--- config.mk ---
export PLATFORM = sky130hd
export DESIGN_NAME = binary_field_arithmetic_unit
export DESIGN_NICKNAME = d
export VERILOG_FILES = /design/src/bfau_pkg.sv /design/src/bfau_ctrl.sv /design/src/bfau_datapath.sv /design/src/binary_field_arithmetic_unit.sv
export SDC_FILE = /design/constraint.sdc
export NUM_CORES = 1
export LEC_CHECK = 0
export ABC_AREA = 1
export BUFFER_PORTS_ARGS = -buffer_cell sky130_fd_sc_hd__buf_2
export CORE_AREA = 2 2 136 138
export CTS_CLUSTER_DIAMETER = 150
export DETAILED_ROUTE_END_ITERATION = 6
export DIE_AREA = 0 0 138 140
export GPL_TIMING_DRIVEN = 0
export PLACE_DENSITY = 0.66
export SYNTH_ARGS = -nofsm -noshare
export SYNTH_HDL_FRONTEND = slang
export SYNTH_HIERARCHICAL = 1
export SYNTH_SLANG_ARGS = --single-unit
export TNS_END_PERCENT = 1
--- constraint.sdc ---
create_clock -name clk -period 9.33 [get_ports clk]
set_clock_uncertainty 0.1 [all_clocks]
set_input_delay 0 -clock clk [delete_from_list [all_inputs] [get_ports clk]]
set_output_delay 0 -clock clk [all_outputs]
set_load 0.02 [all_outputs]
--- src/bfau_pkg.sv ---
// Shared types and constants of the binary field arithmetic unit.
`default_nettype none
package bfau_pkg;

	// Fixed widths of the ports
	localparam int DATA_W      = 8;
	localparam int DEGREE_W    = 4;
	localparam int CFG_IDX_W   = 1;
	localparam int MODE_W      = 2;

	// Default largest field degree
	localparam int DEF_MAX_DEGREE = 8;

	// Reset values of the configuration registers
	localparam logic [DEGREE_W-1:0] RST_DEGREE  = 4'd8;
	localparam logic [DATA_W-1:0]   RST_MODULUS = 8'd27;

	// Configuration register indexes
	typedef enum logic [CFG_IDX_W-1:0] {
		REG_FIELD_DEGREE = 1'b0,
		REG_MODULUS      = 1'b1
	} cfg_reg_t;

	// Operation codes; the last code is unused and returns zero
	typedef enum logic [MODE_W-1:0] {
		MODE_ADD    = 2'd0,
		MODE_MUL    = 2'd1,
		MODE_DIV    = 2'd2,
		MODE_UNUSED = 2'd3
	} mode_t;

	// Controller states
	typedef enum logic [2:0] {
		ST_IDLE,
		ST_MUL,
		ST_TBL,
		ST_SRCH,
		ST_DONE
	} state_t;

	// Datapath operations
	typedef enum logic [2:0] {
		OP_HOLD,
		OP_LOAD,
		OP_MUL,
		OP_TBL,
		OP_SRCH
	} dp_op_t;

	typedef struct packed {
		dp_op_t op;
	} dp_cmd_t;

	typedef struct packed {
		logic step_last;
		logic srch_end;
	} dp_stat_t;

endpackage
`default_nettype wire

--- src/bfau_ctrl.sv ---
// Controller state machine of the binary field arithmetic unit.
`default_nettype none
module bfau_ctrl (
	input  wire logic                         clk,
	input  wire logic                         arst_n,
	input  wire logic                         start,
	input  wire logic [bfau_pkg::MODE_W-1:0]  mode,
	input  wire bfau_pkg::dp_stat_t           stat,
	output bfau_pkg::dp_cmd_t                 cmd,
	output logic                              busy,
	output logic                              done
);

	bfau_pkg::state_t state_q;
	bfau_pkg::state_t state_nxt;

	// State register
	always_ff @(posedge clk or negedge arst_n) begin
		if (!arst_n) begin
			state_q <= bfau_pkg::ST_IDLE;
		end else begin
			state_q <= state_nxt;
		end
	end

	// Next state and datapath commands
	always_comb begin
		state_nxt = state_q;
		cmd.op    = bfau_pkg::OP_HOLD;
		unique case (state_q)
			bfau_pkg::ST_IDLE: begin
				if (start) begin
					cmd.op = bfau_pkg::OP_LOAD;
					unique case (mode)
						bfau_pkg::MODE_MUL: state_nxt = bfau_pkg::ST_MUL;
						bfau_pkg::MODE_DIV: state_nxt = bfau_pkg::ST_TBL;
						default:            state_nxt = bfau_pkg::ST_DONE;
					endcase
				end
			end
			bfau_pkg::ST_MUL: begin
				cmd.op = bfau_pkg::OP_MUL;
				if (stat.step_last) state_nxt = bfau_pkg::ST_DONE;
			end
			bfau_pkg::ST_TBL: begin
				cmd.op = bfau_pkg::OP_TBL;
				if (stat.step_last) state_nxt = bfau_pkg::ST_SRCH;
			end
			bfau_pkg::ST_SRCH: begin
				cmd.op = bfau_pkg::OP_SRCH;
				if (stat.srch_end) state_nxt = bfau_pkg::ST_MUL;
			end
			bfau_pkg::ST_DONE: begin
				state_nxt = bfau_pkg::ST_IDLE;
			end
			default: begin
				state_nxt = bfau_pkg::ST_IDLE;
			end
		endcase
	end

	assign busy = (state_q != bfau_pkg::ST_IDLE);
	assign done = (state_q == bfau_pkg::ST_DONE);

endmodule
`default_nettype wire

--- src/bfau_datapath.sv ---
// Datapath of the binary field arithmetic unit: shift-reduce multiplier and inverse search.
`default_nettype none
module bfau_datapath #(
	parameter int MAX_DEGREE = bfau_pkg::DEF_MAX_DEGREE
) (
	input  wire logic                           clk,
	input  wire bfau_pkg::dp_cmd_t              cmd,
	input  wire logic [bfau_pkg::MODE_W-1:0]    mode,
	input  wire logic [bfau_pkg::DATA_W-1:0]    operand_a,
	input  wire logic [bfau_pkg::DATA_W-1:0]    operand_b,
	input  wire logic [bfau_pkg::DEGREE_W-1:0]  field_degree,
	input  wire logic [bfau_pkg::DATA_W-1:0]    modulus,
	output bfau_pkg::dp_stat_t                  stat,
	output logic [bfau_pkg::DATA_W-1:0]         field_result
);

	localparam int EW = (MAX_DEGREE > bfau_pkg::DATA_W) ? MAX_DEGREE : bfau_pkg::DATA_W;
	localparam int NW = $clog2(MAX_DEGREE + 1);
	localparam int SW = $clog2(MAX_DEGREE);

	logic [NW-1:0] n_q;
	logic [EW-1:0] mask_q;
	logic [EW-1:0] top_q;
	logic [EW-1:0] mod_q;
	logic [EW-1:0] a_q;
	logic [EW-1:0] shift_q;
	logic [EW-1:0] mult_q;
	logic [EW-1:0] acc_q;
	logic [EW-1:0] cand_q;
	logic [EW-1:0] res_q;
	logic [SW-1:0] step_q;
	logic [EW-1:0] rows_q [MAX_DEGREE];

	logic [NW-1:0] n_in;
	logic [EW-1:0] mask_in;
	logic [EW-1:0] a_in;
	logic [EW-1:0] b_in;
	logic [EW-1:0] xtime;
	logic [EW-1:0] acc_nxt;
	logic [EW-1:0] prod;
	logic          hit;
	logic          cand_last;
	logic          step_last;

	// Clamp the degree and build the element mask
	always_comb begin
		if (32'(field_degree) > MAX_DEGREE) begin
			n_in = NW'(MAX_DEGREE);
		end else if (32'(field_degree) < 2) begin
			n_in = NW'(2);
		end else begin
			n_in = NW'(field_degree);
		end
		mask_in = ~({EW{1'b1}} << n_in);
		a_in    = EW'(operand_a) & mask_in;
		b_in    = EW'(operand_b) & mask_in;
	end

	// Multiply by x and reduce; accumulate the selected power
	assign xtime   = ((shift_q << 1) & mask_q) ^ ((|(shift_q & top_q)) ? mod_q : '0);
	assign acc_nxt = mult_q[0] ? (acc_q ^ shift_q) : acc_q;

	// Candidate product: sum of the rows b*x^i picked by the candidate bits
	always_comb begin
		prod = '0;
		for (int i = 0; i < MAX_DEGREE; i++) begin
			if (cand_q[i]) prod = prod ^ rows_q[i];
		end
	end

	assign hit       = (prod == EW'(1));
	assign cand_last = (cand_q == mask_q);
	assign step_last = (NW'(step_q) == n_q - NW'(1));

	assign stat.step_last = step_last;
	assign stat.srch_end  = hit | cand_last;

	// Datapath registers
	always_ff @(posedge clk) begin
		unique case (cmd.op)
			bfau_pkg::OP_LOAD: begin
				n_q     <= n_in;
				mask_q  <= mask_in;
				top_q   <= mask_in ^ (mask_in >> 1);
				mod_q   <= EW'(modulus) & mask_in;
				a_q     <= a_in;
				shift_q <= (mode == bfau_pkg::MODE_DIV) ? b_in : a_in;
				mult_q  <= b_in;
				acc_q   <= '0;
				step_q  <= '0;
				cand_q  <= EW'(1);
				res_q   <= (mode == bfau_pkg::MODE_ADD) ? (a_in ^ b_in) : '0;
			end
			bfau_pkg::OP_MUL: begin
				acc_q   <= acc_nxt;
				shift_q <= xtime;
				mult_q  <= mult_q >> 1;
				step_q  <= step_q + SW'(1);
				if (step_last) res_q <= acc_nxt;
			end
			bfau_pkg::OP_TBL: begin
				rows_q[step_q] <= shift_q;
				shift_q        <= xtime;
				step_q         <= step_q + SW'(1);
			end
			bfau_pkg::OP_SRCH: begin
				// On a hit, set up a times the inverse; if the last candidate misses, set up a times zero
				if (hit || cand_last) begin
					shift_q <= a_q;
					mult_q  <= hit ? cand_q : '0;
					acc_q   <= '0;
					step_q  <= '0;
				end else begin
					cand_q <= cand_q + EW'(1);
				end
			end
			default: begin
			end
		endcase
	end

	assign field_result = res_q[bfau_pkg::DATA_W-1:0];

endmodule
`default_nettype wire

--- src/binary_field_arithmetic_unit.sv ---
// Top level of the binary field arithmetic unit: configuration registers, controller, datapath.
//
// Channel   Direction  Signals                          Transfer
// command   in         start, mode, operand_a/b         start high while busy low
// result    out        done, field_result               done high, one cycle
// config    in         cfg_we, cfg_idx, cfg_wdata       cfg_we high
//
// Add goes from idle straight to the done state; multiply runs the multiply state first.
// Divide tabulates b*x^i for each power below the degree, searches one candidate
// inverse per cycle, then runs the final multiply.
// Reset clears the state machine and loads degree 8 and modulus 0x1B.
// The done strobe is high for a single cycle; busy stays high until it has gone.
`default_nettype none
module binary_field_arithmetic_unit #(
	parameter int MAX_DEGREE = bfau_pkg::DEF_MAX_DEGREE
) (
	input  wire logic                            clk,
	input  wire logic                            arst_n,
	input  wire logic                            start,
	output logic                                 busy,
	input  wire logic [bfau_pkg::MODE_W-1:0]     mode,
	input  wire logic [bfau_pkg::DATA_W-1:0]     operand_a,
	input  wire logic [bfau_pkg::DATA_W-1:0]     operand_b,
	output logic                                 done,
	output logic [bfau_pkg::DATA_W-1:0]          field_result,
	input  wire logic                            cfg_we,
	input  wire logic [bfau_pkg::CFG_IDX_W-1:0]  cfg_idx,
	input  wire logic [bfau_pkg::DATA_W-1:0]     cfg_wdata
);

	logic [bfau_pkg::DEGREE_W-1:0] degree_q;
	logic [bfau_pkg::DATA_W-1:0]   modulus_q;
	bfau_pkg::dp_cmd_t             cmd;
	bfau_pkg::dp_stat_t            stat;

	// Configuration registers
	always_ff @(posedge clk or negedge arst_n) begin
		if (!arst_n) begin
			degree_q  <= bfau_pkg::RST_DEGREE;
			modulus_q <= bfau_pkg::RST_MODULUS;
		end else if (cfg_we) begin
			unique case (cfg_idx)
				bfau_pkg::REG_FIELD_DEGREE: degree_q  <= cfg_wdata[bfau_pkg::DEGREE_W-1:0];
				bfau_pkg::REG_MODULUS:      modulus_q <= cfg_wdata;
				default: begin
				end
			endcase
		end
	end

	bfau_ctrl u_ctrl (
		.clk    (clk),
		.arst_n (arst_n),
		.start  (start),
		.mode   (mode),
		.stat   (stat),
		.cmd    (cmd),
		.busy   (busy),
		.done   (done)
	);

	bfau_datapath #(
		.MAX_DEGREE (MAX_DEGREE)
	) u_datapath (
		.clk          (clk),
		.cmd          (cmd),
		.mode         (mode),
		.operand_a    (operand_a),
		.operand_b    (operand_b),
		.field_degree (degree_q),
		.modulus      (modulus_q),
		.stat         (stat),
		.field_result (field_result)
	);

endmodule
`default_nettype wire

==> summary.txt, run 1 <==
Routing
  – DR DRC count: 0
  – Post-DRT Antenna Nets: 0
  – Wirelength per Cell: 16.0 µm
  – Vias/cell: 5.12
  – Vias: 6014
  – Detailed Route WL: 18900 µm
  – Number of DRC markers in iteration 0: 514
  – First drt pass iteration count: 5

Cells and area
  – Synth-to-layout area growth: 22.2%
  – NumNets Final: 969
  – Proportion of layout cells with a drive suffix above 1: 12.9%
  – Antenna diodes: 0

Synthesis
  – Top FF cell, synth: edfxtp_1
  – Sequential cell area fraction in the yosys report: 58.8%
  – Post-synthesis instance total: 821
  – Most frequent cell after synthesis: nand2_1
  – Synth area leader: edfxtp_1
  – Synth unique cells: 39
  – Top-area cell type share of the netlist area: 53.9%
  – EDFF count, synth: 141
  – Register bit total from synthesis: 156
  – Ranking of synthesized cells by area: edfxtp_1 54%, nand2_1 12%, nand3_1 4.8%
  – Ys Warns: 6
  – Cell Area, Synth: 0.00785 mm²
  – Share of flip-flops with an asynchronous set or reset: 9.62%
  – Syn avg cell area: 9.57 µm²
  – Post-synth top cells: 256 x nand2_1, 141 x edfxtp_1, 78 x inv_1, 76 x nand3_1, 60 x nor2_1

STA
  – RSZ-0062 raised after global routing: no
  – Fin Setup TNS: 0 ns
  – Final number of setup-violating endpoints: 0
  – Minimum clock period: 2.92 ns
  – Slew Limit Headroom: 37.5%
  – WHS: 0.0319 ns
  – Worst slew pin tran: 0.934 ns
  – Tcrit/Tclk final: 31.3%
  – Final Slew Violations: 0
  – Final Hold Fails: 0
  – F_max: 343 MHz

GRT
  – GRT overflow: 0
  – Initial antenna violation count: 0
  – GRT Resource Usage Total: 20.1%
  – First-pass GRT wire length: 29600 µm
  – Number of global-route vias before repair: 5840
  – Largest net degree at the start of global routing: 17

Setup path
  – WP data required: 9.29 ns
  – Crit. Startpoint: u_ctrl/state_q[2]$_DFFE_PN0P_
  – Worst r2r src: u_ctrl/state_q[2]$_DFFE_PN0P_
  – FF-to-FF setup slack: 6.41 ns
  – Startpoint Class: flip-flop
  – Most common cell on crit path: inv_1
  – Setup crit end kind: flip-flop
  – Crit path cell chain: inv_2, nand3_1, nand2_2, inv_1, nor2_1, inv_1, nor2_2, inv_1, nand2_1, inv_1, nand2_1
  – Crit Reg-Reg Endpoint: u_datapath/mult_q[6]$_DFFE_PP_
  – Reg2Reg Depth: 11
  – Crit-path slowest cell: nand2_1
  – CP top delay family: simple AND/OR/NAND/NOR gates
  – CP max stage delay: 0.55 ns
  – Buffers plus inverters on the worst setup path: 5
  – Levels on crit path: 11
  – Setup CP Type: flip-flop to flip-flop
  – Worst path arrival time: 2.87 ns
  – Critical-path maximum fanout: 16

Clock tree
  – Clk sink count: 156
  – Post-cts gate resize count: 0
  – Clock latency on the worst-skew pair: 0.43 ns
  – CTS root buf: clkbuf_16
  – CTS Buf Count: 17
  – Reg clk slew, reported paths: 0.07 ns
  – # H-tree levels: 4
  – CTS tree: done
  – Setup Buffers After CTS: 0
  – Deepest clock path buffer count: 2
  – CTS Hold Bufs: 50

Place
  – DP HPWL: 12500 µm
  – GPL Wtd Cong: 0.861
  – Count of input and output buffers: 39

Power
  – Sequential group share of total power: 40.8%
  – Comb power frac: 31.9%
  – Max VDD drop: 0.000151 V
  – Pleak: 4.08 nW
  – Cell Pwr Density: 319 mW/mm²
  – Psw: 1.10 mW
  – Clock Power Share: 27.3%
  – Sw frac: 35.8%
  – Internal power: 1.96 mW

Floorplan
  – Row Count: 49
  – Die X: 138 µm
  – Starting Density: 44.2%
  – Core area: 0.0178 mm²
  – Die ar.: 0.0193 mm²
  – DIE HEIGHT: 140 µm
  – I/O Pins: 41

Min path
  – Worst Hold Class: input pin to asynchronous set/reset pin

Status
  – Status: finished clean

Job
  – Max-cap viol count: 0
## metrics by stage
stage	util [%]	power [mW]	instance area, µm²	cells	setup WS, ns
final	54.0	3.06	9600	1175	6.41
after global routing	54.0	3.24	9600	1175	6.20
after CTS	54.0	3.06	9600	1175	6.43
after floorplan	-	1.88	7860	822	4.71
after detailed placement	47.1	2.20	8380	1093	6.42
after global placement	46.9	2.16	8340	1090	3.15
## power groups by stage
stage / Combinational (mW) / Sequential, mW / Clock [mW]
floorplan: 0.676 / 1.20 / 0
global placement: 0.904 / 1.26 / 0
detailed placement: 0.943 / 1.26 / 0
CTS: 0.972 / 1.24 / 0.845
global route: 1.09 / 1.27 / 0.875
finish: 0.974 / 1.25 / 0.836
## worst max path at each step
stage          slack, ns                                 to
2_1_floorplan       4.71  u_datapath/acc_q[0]$_SDFFCE_PN0P_
3_3_place_gp        3.15  u_datapath/acc_q[5]$_SDFFCE_PN0P_
3_5_place_dp        6.42  u_datapath/acc_q[5]$_SDFFCE_PN0P_
4_1_cts             6.43     u_datapath/mult_q[7]$_DFFE_PP_
5_1_grt             6.20      u_ctrl/state_q[2]$_DFFE_PN0P_
6_report            6.41     u_datapath/mult_q[6]$_DFFE_PP_
## cell families after synthesis
logic type	synth area share, %
AND/OR/NAND/NOR	22.7
other	0.0956
AO/OA/AOI/OAI	5.48
flip-flops	58.8
buffers and inverters	6.44
adder cells (fa/ha/maj)	0.797
XOR/XNOR	5.67
## per-layer routing
metal / GRT usage [%] / vias to the layer above / part of all wire [%]
li1: - / 2945 / -
met1: 23.0 / 2870 / 41
met2: 37.6 / 173 / 53
met3: 3.66 / 26 / 4.6
met4: 7.09 / 0 / 1.9
met5: 0 / - / 0
## flip-flops by register name, summed over array words and instances, names as in the netlist, 8 cells and up
register,flops
u_datapath/mod_q,8
u_datapath/field_result,8
u_datapath/acc_q,8
u_datapath/cand_q,8
modulus_q,8
u_datapath/shift_q,8
u_datapath/rows_q,64
u_datapath/mult_q,8
u_datapath/a_q,8
## cell usage in the layout (no fill, tap or decap), drive strengths merged, types with 30 or more instances in the layout
cell and instances:
nor2 65, nand3 76, inv 85, dlygate4sd3 50
buf 58, clkbuf 30, edfxtp 141, nand2 267
## final cells by class
cell class	count	area (µm²)
fillers	1549	8180
flip-flops and latches	156	4620
well taps	229	287
repair buffers	92	729
clock buffers	20	467
inverters	82	308
clock inverters	12	254
plain buffers	26	198
multi-input cells	558	2740
(Power assumes the default switching activity.)
==> run 2, diff against run 1 <==
clock period = 2.8 ns   (was 9.33 ns; I/O delays follow)
==> run 2 against run 1 <==
Against the previous run:
- sequential share of layout area grew 0.95 points
- non-clock buffer count shrank 6
- core utilization shrank 1.0 points
- hold slack worse by 0.027 ns
- register-to-register slack worse by 6.2 ns
- die area is the same
- sequential cell count stayed put
- combinational power increased to 3.4 times the previous value
- critical path depth fell by 2
- via count is 0.71% lower
- count of clock-buffer cells in the layout stayed put
- clock power grew to 2.5 times the previous value
- largest power group unchanged
==> summary.txt, run 2 (synthesis results as in run 1) <==
Status
  – Status: finished clean

Clock tree
  – # H-tree levels: 4
  – CTS root buf: clkbuf_16
  – CTS Buf Count: 17
  – Reg clk slew, reported paths: 0.06 ns
  – Deepest clock path buffer count: 2
  – Clk sink count: 156
  – Clock latency on the worst-skew pair: 0.42 ns
  – CTS tree: done
  – Setup Buffers After CTS: 0

Setup path
  – Worst r2r src: u_ctrl/state_q[2]$_DFFE_PN0P_
  – Setup CP Type: flip-flop to flip-flop
  – Startpoint Class: flip-flop
  – Setup crit end kind: flip-flop
  – WP data required: 2.75 ns
  – Worst path arrival time: 2.56 ns
  – Crit. Startpoint: u_ctrl/state_q[2]$_DFFE_PN0P_
  – Critical-path maximum fanout: 8

Power
  – Max VDD drop: 0.000515 V
  – Pleak: 3.97 nW
  – Cell Pwr Density: 1010 mW/mm²
  – Total power: 9.53 mW

Routing
  – Number of DRC markers in iteration 0: 387
  – First drt pass iteration count: 5
  – Vias: 5971
  – Vias/cell: 5.11
  – Wirelength per Cell: 15.7 µm
  – Detailed Route WL: 18400 µm
  – Post-DRT Antenna Nets: 0
  – DR DRC count: 0

Floorplan
  – Row Count: 49
  – Starting Density: 44.2%
  – Die X: 138 µm
  – Die ar.: 0.0193 mm²
  – DIE HEIGHT: 140 µm
  – I/O Pins: 41
  – Core area: 0.0178 mm²

Cells and area
  – NumNets Final: 963
  – Antenna diodes: 0
  – Proportion of layout cells with a drive suffix above 1: 13.4%
  – Most common cell after layout, fill and taps aside: nand2_1
  – Synth-to-layout area growth: 19.9%
  – Most frequent cells in the layout: 253 x nand2_1, 141 x edfxtp_1, 78 x inv_1, 76 x nand3_1, 54 x nor2_1
  – Largest register FFs: 64
  – Reg with most FFs: u_datapath/rows_q

STA
  – Minimum clock period: 2.61 ns
  – RSZ-0062 raised after global routing: yes
  – Tcrit/Tclk final: 93.2%
  – Final Slew Violations: 0
  – Slew Limit Headroom: 51.3%
  – Final Hold Fails: 0
  – Fin Setup TNS: 0 ns
  – F_max: 383 MHz
  – Final number of setup-violating endpoints: 0
  – Worst slew pin tran: 0.725 ns

Min path
  – Worst Hold Class: input pin to flip-flop
  – Hold_sp: mode[0]

GRT
  – GRT overflow: 0
  – Largest net degree at the start of global routing: 18
  – Number of global-route vias before repair: 5827
  – First-pass GRT wire length: 29200 µm
  – Initial antenna violation count: 0
  – GRT Resource Usage Total: 19.6%

Job
  – Max-cap viol count: 0

Place
  – Count of input and output buffers: 39
  – DP HPWL: 12700 µm
  – GPL Wtd Cong: 0.836
-- run 2: worst max-delay path: stages, from the launching register on --
cell	delay [ns]
dfrtp_1	0.42
inv_2	0.14
nand3_1	0.10
nand2_2	0.14
inv_1	0.07
nor2_2	0.23
inv_1	0.15
nor2_1	0.14
nand2_1	0.15
nor2_1	0.59
-- run 2: timing repair --
item                                    CTS  global route
hold buffers                             45             0
gates resized for setup                   3             7
cloned                                    0             0
endpoints found under the setup margin   35            95
hold endpoints to repair                 52             0
-- run 2: worst paths after layout --
kind	end	slack [ns]	cells past startpoint
setup / recovery	u_datapath/rows_q[3][0]$_DFFE_PP_	0.19	9
min in group asynchronous	modulus_q[1]$_DFFE_PN1P_	0.04	2
setup reg to reg	u_datapath/rows_q[3][0]$_DFFE_PP_	0.19	9
hold / removal	u_ctrl/state_q[2]$_DFFE_PN0P_	0.005	5
hold reg to reg	modulus_q[2]$_DFFE_PN0P_	0.38	2
max in group asynchronous	u_ctrl/state_q[1]$_DFFE_PN0P_	1.63	3
-- run 2: power breakdown --
group	total (mW)	switching, mW	internal (mW)
logic	3.29	2.14	1.15
registers	4.14	0.577	3.56
clock network	2.10	0.887	1.21
-- run 2: cell type report --
class | count | area (µm²)
well taps | 229 | 287
multi-input cells | 558 | 2780
inverters | 82 | 308
repair buffers | 86 | 688
flip-flops and latches | 156 | 4620
plain buffers | 26 | 198
fillers | 1574 | 8370
clock inverters | 12 | 100
clock buffers | 20 | 437
-- run 2: through the flow --
stage                     util, %  instances  setup WS (ns)  cell area, µm²  hold slack (ns)
after floorplan                 -        822         0.0517            7880           -0.396
after global placement       47.0       1090         -0.668            8360           -0.174
after detailed placement     47.2       1092        -0.0850            8400           -0.171
after CTS                    52.8       1169        -0.0281            9400          0.00218
after global routing         52.9       1169        -0.0119            9410           0.0334
final                        52.9       1169          0.189            9410          0.00470
-- run 2: routing by layer --
metal / track usage (%) / wire length (µm)
met5: 0 / 0
met4: 10.3 / 771
met3: 3.42 / 973
met2: 35.0 / 9400
met1: 22.5 / 7260
